[src/design/rts_pkg.sv]
`timescale 1ns / 1ps
// Shared types and constants for the run-length tilemap row scroller.
// No dependencies; the other design files, apart from rts_ram, refer to this package by scoped names.
package rts_pkg;

    localparam int MAP_BYTES        = 4096;
    localparam int MAP_AW           = $clog2(MAP_BYTES);
    localparam int CODE_W           = MAP_AW + 1;
    localparam int ROW_CHARS        = 16;
    localparam int CHAR_IW          = $clog2(ROW_CHARS);
    localparam int FILL_W           = CHAR_IW + 1;
    localparam int EMIT_W           = CHAR_IW + 2;
    localparam int SCROLL_CHAR_ROWS = 28;
    localparam int SCROLL_LINES     = 224;

    localparam int ADDR_W  = 12;
    localparam int BYTE_W  = 8;
    localparam int BASE_W  = 9;
    localparam int COL_W   = 5;
    localparam int ROW_W   = 5;
    localparam int TILE_W  = 11;
    localparam int SCR_W   = 8;
    localparam int CNT_W   = 4;
    localparam int RUN_W   = 7;
    localparam int APB_AW  = 3;

    localparam logic [BYTE_W-1:0] END_MARK     = 8'hFF;
    localparam logic [CNT_W-1:0]  COUNT_RELOAD = 4'd15;
    localparam logic [BASE_W-1:0] TILE_BASE_RST = 9'd256;

    localparam logic OP_LOAD = 1'b0;
    localparam logic OP_TICK = 1'b1;

    localparam logic REG_LEVEL_START = 1'b0;
    localparam logic REG_TILE_BASE   = 1'b1;

    typedef enum logic [3:0] {
        ST_IDLE,
        ST_RD_CODE,
        ST_WT_CODE,
        ST_RD_DATA,
        ST_WT_DATA,
        ST_REPEAT,
        ST_CHECK,
        ST_RD_END,
        ST_WT_END,
        ST_EMIT
    } t_state;

    typedef struct packed {
        logic load_byte;
        logic tick;
        logic take_code;
        logic take_data;
        logic rep_step;
        logic take_end;
        logic emit;
    } t_dp_cmd;

    typedef struct packed {
        logic cnt_zero;
        logic is_run;
        logic rep_active;
        logic row_done;
        logic slot_free;
        logic emit_last;
    } t_dp_status;

endpackage

[src/design/rts_ctrl.sv]
`timescale 1ns / 1ps
// Sequencer for the row scroller: item handshake, row decode steps and tile emission.
// Depends on rts_pkg; drives rts_datapath through t_dp_cmd and reads t_dp_status.
module rts_ctrl (
    input  logic                i_clk,
    input  logic                i_rst_n,
    input  logic                i_in_valid,
    input  logic                i_in_opcode,
    output logic                o_in_ready,
    input  rts_pkg::t_dp_status i_st,
    output rts_pkg::t_dp_cmd    o_cmd
);

    rts_pkg::t_state r_state, n_state;

    always_ff @(posedge i_clk) begin
        if (!i_rst_n) begin
            r_state <= rts_pkg::ST_IDLE;
        end else begin
            r_state <= n_state;
        end
    end

    always_comb begin
        n_state    = r_state;
        o_cmd      = '0;
        o_in_ready = 1'b0;
        case (r_state)
            rts_pkg::ST_IDLE: begin
                o_in_ready = i_st.slot_free;
                if (i_in_valid && i_st.slot_free) begin
                    if (i_in_opcode == rts_pkg::OP_LOAD) begin
                        o_cmd.load_byte = 1'b1;
                    end else begin
                        o_cmd.tick = 1'b1;
                        if (i_st.cnt_zero) begin
                            n_state = rts_pkg::ST_RD_CODE;
                        end
                    end
                end
            end
            rts_pkg::ST_RD_CODE: begin
                n_state = rts_pkg::ST_WT_CODE;
            end
            rts_pkg::ST_WT_CODE: begin
                o_cmd.take_code = 1'b1;
                n_state = i_st.is_run ? rts_pkg::ST_RD_DATA : rts_pkg::ST_CHECK;
            end
            rts_pkg::ST_RD_DATA: begin
                n_state = rts_pkg::ST_WT_DATA;
            end
            rts_pkg::ST_WT_DATA: begin
                o_cmd.take_data = 1'b1;
                n_state = rts_pkg::ST_REPEAT;
            end
            rts_pkg::ST_REPEAT: begin
                if (i_st.rep_active) begin
                    o_cmd.rep_step = 1'b1;
                end else begin
                    n_state = rts_pkg::ST_CHECK;
                end
            end
            rts_pkg::ST_CHECK: begin
                n_state = i_st.row_done ? rts_pkg::ST_RD_END : rts_pkg::ST_RD_CODE;
            end
            rts_pkg::ST_RD_END: begin
                n_state = rts_pkg::ST_WT_END;
            end
            rts_pkg::ST_WT_END: begin
                o_cmd.take_end = 1'b1;
                n_state = rts_pkg::ST_EMIT;
            end
            rts_pkg::ST_EMIT: begin
                if (i_st.slot_free) begin
                    o_cmd.emit = 1'b1;
                    if (i_st.emit_last) begin
                        n_state = rts_pkg::ST_IDLE;
                    end
                end
            end
            default: begin
                n_state = rts_pkg::ST_IDLE;
            end
        endcase
    end

endmodule

[config.mk]
export PLATFORM = sky130hd
export DESIGN_NAME = rts_ctrl
export DESIGN_NICKNAME = d
export VERILOG_FILES = /design/src/design/rts_pkg.sv /design/src/design/rts_ctrl.sv
export SDC_FILE = /design/constraint.sdc
export NUM_CORES = 1
export LEC_CHECK = 0
export BUFFER_PORTS_ARGS = -buffer_cell sky130_fd_sc_hd__buf_4
export CAP_MARGIN = 20
export CORE_AREA = 3 3 40 42
export DETAILED_ROUTE_END_ITERATION = 10
export DIE_AREA = 0 0 43 45
export REMOVE_ABC_BUFFERS = 1
export SETUP_SLACK_MARGIN = 0.15
export SLEW_MARGIN = 20
export SYNTH_ARGS = -nofsm -noshare
export SYNTH_HDL_FRONTEND = slang
export SYNTH_SLANG_ARGS = --single-unit
[constraint.sdc]
create_clock -name i_clk -period 1.7 [get_ports i_clk]
set_clock_uncertainty 0.05 [all_clocks]
set_input_delay 0.085 -clock i_clk [delete_from_list [all_inputs] [get_ports i_clk]]
set_output_delay 0.085 -clock i_clk [all_outputs]
set_load 0.01 [all_outputs]
==> Word level (Yosys, flattened, before mapping) <==
Index checks and enable logic that the tools add are counted.
{ "classes": {"n_eq_ne": 15, "n_reduce_logical": 3, "n_mux": 21} }
{ "ops": {"columns": ["cell", "n"], "rows": [
  ["$pmux W4 S10", 1],
  ["$mux W4", 6],
  ["$eq A4 B3 Y1 const B", 4],
  ["$ne A2 B2 Y1 const B", 6],
  ["$mux W1", 10],
  ["$eq A4 B2 Y1 const B", 2],
  ["$eq A4 B4 Y1 const B", 2],
  ["$mux W3", 2],
  ["$reduce_and A6 Y1", 1],
  ["$eq A4 B1 Y1 const B", 1],
  ["$logic_not A4 Y1", 1],
  ["$mux W2", 2],
  ["$logic_and A1 B1 Y1", 1]
]} }
{ "word_totals": {"inputBits": 10, "ff_bits": 4, "elab_cells": 40, "out_inout_bits": 8} }

==> Logic depth before layout (Yosys ltp) <==
Gate-level depths: netlist (run 1).
{ "logic_depth": {"depth_word": 4, "ltp_mapped": 5} }

==> Worst setup path before layout (run 1) <==
No wires, ideal clock.
{ "synth_path": {"path_type": "reg2out", "from": "reg r_state[2]", "to": "out o_cmd[6] (netlist name)", "arrival_ns": 1.208, "setup_slack_ns": 0.357, "required_ns": 1.565, "path_stages_with_launch": 6, "path_cell_list": "dfxtp_1 -> buf_6 -> or3b_4 -> nor3_4 -> nand2_1 -> nor2_1"} }
{ "synth_rtl": {"columns": ["item", "line", "source"], "rows": [
  ["from (decl)", "rts_ctrl.sv:14", "rts_pkg::t_state r_state, n_state;"],
  ["from (signal assigned)", "rts_ctrl.sv:18", "r_state <= rts_pkg::ST_IDLE;"],
  ["from (signal assigned)", "rts_ctrl.sv:20", "r_state <= n_state;"],
  ["to (decl)", "rts_ctrl.sv:11", "output rts_pkg::t_dp_cmd o_cmd"]
]} }

==> out/results.ini, run 1 <==
[global_route]
grt_max_degree=14
grt_antenna_before_repair=0
grt_pass1_wl_microns=1470
track_usage_pct=10.2
grt-ovfl-total=0
grt_pass1_vias=350

[timing]
fin_setup_tns_ns=0
min_period_over_period_pct=89.6
setup_viol=0
grt_setup_unrepaired=yes
clock.fmax_mhz=657
finalWorstSetupSlack_ns=0.177
worst_pin_slew_ns=0.376
slew_headroom_pct=74.9
period_minus_slack_ns=1.52
whs_ns=0.0561
finalMaxSlewViolations=0
hold_viol=0

[detailed_routing]
vias_per_cell=4.78
via_count=363
drt-total-wl_microns=843
dr.pass1.iters=2
detail-route-antenna-nets=0
drt-initial-drc-count=2
wl_per_cell_microns=11.1
drcViolationCount=0

[setup_path]
rr_worst_depth=2
endpoint=o_cmd[5]
r2r_end=r_state[0]$_SDFFE_PN0P_
rr_startpoint=r_state[3]$_SDFFE_PN0P_
r2r_slack_ns=0.45
arrival_ns=1.39
worstSetupPathType=reg -> out
critical_path_peak_fanout=3
cp-startpoint=r_state[2]$_SDFFE_PN0P_
worstPathRequired_ns=1.56
worst_setup_path_start_kind=register
end_kind=output pin

[final_layout]
final_common_cell=buf_4
final_cell_mix=20 x buf_4, 4 x nor2_1, 4 x nand2b_1
drive_above_1_share_pct=47.5
top_regs=r_state (4)
stdcell_count=76
nets=73
multi_input_area_sq_um=206
largest_register=r_state
regArea_sq_um=86.3
syn_to_final_growth_pct=50.6
utilization_pct=38.3
fill_cells=153
fin_area_sq_um=492
diodes=0
largest_register_ffs=4

[synth]
syn_area_per_cell_sq_um=7.78
ys_seq_area_share_pct=24.5
synth_seq_cells=4
yosysWarnings=0
syn_area_sq_um=327
synth.distinct_cells=23
synthCells=42

[power]
powerDensity_mw_per_mm2=637
leakagePower_nw=0.213
p_total_mw=0.313
p_clk_share_pct=37.7
comb_power_share_pct=28.1
sw_frac_of_total_pct=26.7
power_frac_seq_pct=34.3
internal_power_mw=0.230
switchingPower_mw=0.0835
ir_worst_vdd_mv=0.205

[run]
maxCapViolations=0

[floorplan]
row_count=13
io-pin-count=18
die_w_microns=43
die_area_sq_mm=0.00194
die_y_microns=45
core_sq_mm=0.00128
start_util_pct=25.4

[clock_network]
cts_tree=built
clkTransAtPathRegs_ns=0.04
cts_buffers=3
cts-root-buf=clkbuf_4
clk_latency_ns=0.23
cts.sinks=4
htree_levels=1
cts.path.max_buffers=2

[placement]
hpwl_microns=590
placed_cell_area_sq_um=448
dp.cells=71
gp_congestion=0.683
io_buffer_count=17
dpl_worst_slack_ns=0.361

[worst_hold_path]
holdCritPathClass=in -> reg

[run_status]
outcome=finished clean

-- layout make-up --
type	count	area share (%)
repair buffers	20	30.5
flip-flops and latches	4	17.6
multi-input cells	32	42.0
inverters	2	1.53
clock buffers	3	4.58
well taps	15	3.82
-- worst max-delay path, cell delays in order, from the launching register on --
cell and delay (ns):
dfxtp_4 0.33, or3b_4 0.39, nor3_4 0.14, and3_1 0.18, buf_4 0.11
-- per-layer routing --
metal | wire length, microns | GRT usage [%] | vias to the layer above
met4 | 0 | 9.04 | 0
met2 | 362 | 13.8 | 14
li1 | - | - | 192
met3 | 60 | 1.99 | 0
met5 | 0 | 0 | -
met1 | 419 | 13.7 | 157
-- cell usage after synthesis --
| master | number | share of area, % |
|---|---|---|
| dfxtp_1 | 4 | 25 |
| nand2b_1 | 4 | 7.7 |
| nor2_1 | 4 | 4.6 |
| a21oi_1 | 3 | 4.6 |
| a31oi_1 | 2 | 3.8 |
| buf_2 | 2 | 3.1 |
| buf_6 | 2 | 6.9 |
| inv_1 | 2 | 2.3 |
| nand2_1 | 2 | 2.3 |
| nand3_1 | 2 | 3.1 |
| nor4b_1 | 2 | 5.4 |
| o21ai_0 | 2 | 3.1 |
| and3_1 | 1 | 1.9 |
| mux2_2 | 1 | 3.4 |
| nand3b_1 | 1 | 2.3 |
| nand4_1 | 1 | 1.9 |
| nand4b_1 | 1 | 2.7 |
| nor3_1 | 1 | 1.5 |
| nor3_4 | 1 | 5.0 |
| nor3b_1 | 1 | 2.3 |
| nor4_1 | 1 | 1.9 |
| or3b_4 | 1 | 3.4 |
| or4_1 | 1 | 2.3 |
-- worst min-delay path by stage --
| stage | end | from | depth (start not counted) | slack (ns) |
|---|---|---|---|---|
| floorplan | r_state[3]$_SDFFE_PN0P_ | i_rst_n | 2 | 0.17 |
| global placement | r_state[3]$_SDFFE_PN0P_ | i_rst_n | 3 | 0.30 |
| detailed placement | r_state[0]$_SDFFE_PN0P_ | i_rst_n | 3 | 0.30 |
| CTS | r_state[3]$_SDFFE_PN0P_ | i_rst_n | 3 | 0.05 |
| global route | r_state[0]$_SDFFE_PN0P_ | i_rst_n | 3 | 0.05 |
| finish | r_state[0]$_SDFFE_PN0P_ | i_rst_n | 3 | 0.06 |
-- power by group through the flow --
| stage | Combinational, mW | Clock (mW) | Sequential (mW) |
|---|---|---|---|
| final | 0.0879 | 0.118 | 0.107 |
| after global routing | 0.0970 | 0.132 | 0.109 |
| after CTS | 0.0888 | 0.125 | 0.107 |
| after detailed placement | 0.0804 | 0 | 0.111 |
| after global placement | 0.0803 | 0 | 0.111 |
| after floorplan | 0.0387 | 0 | 0.111 |
-- cells by family (layout without fill, tap and decap cells) --
| logic type | count (synthesis) | in the layout | synth area share, % |
|---|---|---|---|
| flops | 4 | 4 | 24.5 |
| mux | 1 | 1 | 3.45 |
| compound gates | 7 | 7 | 11.5 |
| simple gates | 24 | 24 | 48.3 |
| buf+inv | 6 | 25 | 12.3 |
-- timing repair --
item	in CTS	in global routing
hold buffers	0	0
pin swaps	0	1
resized for setup	2	2
endpoints found under the setup margin	2	3
endpoints found under the hold margin	0	0
cloned	0	0
buffers inserted	2	0
Power figures use the tool's default switching activity.
==> run 2, diff against run 1 <==
--- a/config.mk
+++ b/config.mk
@@ -10,6 +10,7 @@
 export CORE_AREA = 3 3 40 42
 export DETAILED_ROUTE_END_ITERATION = 10
 export DIE_AREA = 0 0 43 45
+export HOLD_SLACK_MARGIN = 0.12
 export REMOVE_ABC_BUFFERS = 1
 export SETUP_SLACK_MARGIN = 0.15
 export SLEW_MARGIN = 20
==> out/results.ini, run 2 (same netlist as run 1, synthesis figures left out) <==
[floorplan]
io-pin-count=18  ; unchanged
die_area_sq_mm=0.00194  ; unchanged
core_sq_mm=0.00128  ; unchanged
die_y_microns=45  ; unchanged
start_util_pct=25.4  ; unchanged
die_w_microns=43  ; unchanged
row_count=13  ; unchanged

[global_route]
grt-ovfl-total=0  ; unchanged
track_usage_pct=10.2  ; unchanged
grt_antenna_before_repair=0  ; unchanged
grt_pass1_wl_microns=1470  ; unchanged
grt_max_degree=14  ; unchanged
grt_pass1_vias=350  ; unchanged

[final_layout]
diodes=0  ; unchanged
nets=74  ; +1.4%
largest_register=r_state
top_regs=r_state (4)
utilization_pct=39.0  ; +0.78 points
final_common_cell=buf_4
drive_above_1_share_pct=46.8  ; -0.77 points
largest_register_ffs=4  ; unchanged
syn_to_final_growth_pct=53.6
fill_cells=153  ; unchanged
final_cell_mix=20 x buf_4, 4 x nor2_1, 4 x nand2b_1

[setup_path]
r2r_end=r_state[0]$_SDFFE_PN0P_
worstPathCellList=or3b_4 > nor3_4 > and3_1 > buf_4
cpLargestDelayFamily=simple AND/OR/NAND/NOR gates
arrival_ns=1.39  ; about the same
crit_buf_inv=1  ; unchanged
crit_path_top_delay_cell=or3b_4
end_kind=output pin
critical_path_peak_fanout=3  ; unchanged
max_stage_delay_ns=0.39  ; about the same
r2r_slack_ns=0.45  ; about the same
rr_startpoint=r_state[3]$_SDFFE_PN0P_
worstPathRequired_ns=1.56  ; about the same
rr_worst_depth=2  ; unchanged
worstSetupPathType=reg -> out
worst_setup_path_start_kind=register

[timing]
clock.fmax_mhz=657  ; about the same
slew_headroom_pct=74.9  ; unchanged
fin_setup_tns_ns=0  ; unchanged
grt_setup_unrepaired=yes
setup_viol=0  ; unchanged
worst_pin_slew_ns=0.376  ; -0.000000715 ns
period_minus_slack_ns=1.52  ; +0.0000230 ns
hold_viol=0  ; unchanged
finalMaxSlewViolations=0  ; unchanged
min_period_over_period_pct=89.6  ; about the same
whs_ns=0.158  ; +0.102 ns

[power]
switchingPower_mw=0.0839  ; +0.38%
comb_power_share_pct=28.5  ; +0.4 points
powerDensity_mw_per_mm2=628  ; -1.4%
sw_frac_of_total_pct=26.6  ; -0.052 points
power_frac_seq_pct=34.1  ; -0.2 points
ir_worst_vdd_mv=0.205  ; about the same
internal_power_mw=0.231  ; +0.65%
p_clk_share_pct=37.5  ; -0.2 points
leakagePower_nw=0.217  ; +2.0%

[clock_network]
clk_latency_ns=0.23  ; about the same
htree_levels=1  ; unchanged
cts.path.max_buffers=2  ; unchanged
cts_buffers=3  ; unchanged
cts-root-buf=clkbuf_4
clkTransAtPathRegs_ns=0.04  ; about the same
cts.sinks=4  ; unchanged
cts_tree=built

[worst_hold_path]
hold_end=r_state[3]$_SDFFE_PN0P_
min_path_cells=4  ; +1
holdCritPathClass=in -> reg
min_from=i_st[0]

[placement]
io_buffer_count=17  ; unchanged
hpwl_microns=590  ; unchanged
gp_congestion=0.683  ; unchanged

[detailed_routing]
via_count=367  ; +1.1%
wl_per_cell_microns=11.0  ; -1.2%
vias_per_cell=4.77  ; -0.21%
detail-route-antenna-nets=0  ; unchanged
drt-total-wl_microns=844  ; +0.12%
drt-initial-drc-count=2  ; unchanged
dr.pass1.iters=2  ; unchanged
drcViolationCount=0  ; unchanged

[run]
maxCapViolations=0  ; unchanged

[run_status]
outcome=finished clean

==> run 2: cell count changes in the layout (fill, tap and decap cells not counted) <==
cell and change:
dlygate4sd3_1 +1
==> run 2: final cells by class <==
| class | count | area [sq um] | share of cell area, % |
|---|---|---|---|
| repair buffers | 21 | 160 | 31.9 |
| clock buffers | 3 | 22.5 | 4.49 |
| multi-input cells | 32 | 206 | 41.1 |
| well taps | 15 | 18.8 | 3.74 |
| flip-flops and latches | 4 | 86.3 | 17.2 |
| inverters | 2 | 7.51 | 1.50 |
==> run 2: worst reg2reg max path: stages (launching register included) <==
cell and delay, ns:
dfxtp_1 0.41, or4_1 0.54, a31oi_1 0.17
==> run 2: how the worst max path moves through the flow <==
stage                       startpoint       end  slack (ns)  depth (start not counted)
2_1_floorplan  r_state[1]$_SDFFE_PN0P_  o_cmd[6]        0.35                          4
3_3_place_gp   r_state[2]$_SDFFE_PN0P_  o_cmd[5]        0.39                          4
3_5_place_dp   r_state[2]$_SDFFE_PN0P_  o_cmd[5]        0.36                          4
4_1_cts        r_state[1]$_SDFFE_PN0P_  o_cmd[5]        0.16                          4
5_1_grt        r_state[2]$_SDFFE_PN0P_  o_cmd[5]        0.11                          4
6_report       r_state[2]$_SDFFE_PN0P_  o_cmd[5]        0.18                          4
==> run 2: metrics by stage <==
step / setup WS (ns) / power (mW) / instance area [sq um] / std cells
after global placement: 0.385 / 0.191 / 448 / 71
final: 0.177 / 0.315 / 502 / 77
after global routing: 0.111 / 0.340 / 502 / 77
after floorplan: 0.346 / 0.150 / 294 / 38
after CTS: 0.156 / 0.322 / 499 / 77
after detailed placement: 0.361 / 0.191 / 448 / 71
==> run 2: what timing repair did <==
| item | in CTS | in global routing |
|---|---|---|
| hold buffers | 1 | 0 |
| pin swaps | 0 | 1 |
| setup endpoints to repair | 2 | 3 |
| resized for setup | 2 | 2 |
| buffers inserted | 2 | 0 |
| endpoints found under the hold margin | 4 | 0 |
==> run 2: per-layer routing <==
layer  vias up  routed length, microns  global-route usage [%]
met2        14                     361                    13.8
met5         -                       0                       0
met4         0                       0                    9.04
met3         0                      60                    1.99
li1        194                       -                       -
met1       159                     422                    13.7
==> run 2: power by group through the flow <==
stage | Sequential [mW] | Clock [mW] | Combinational, mW
after floorplan | 0.111 | 0 | 0.0387
after global routing | 0.109 | 0.132 | 0.0988
after CTS | 0.107 | 0.125 | 0.0906
after detailed placement | 0.111 | 0 | 0.0804
after global placement | 0.111 | 0 | 0.0803
final | 0.107 | 0.118 | 0.0897
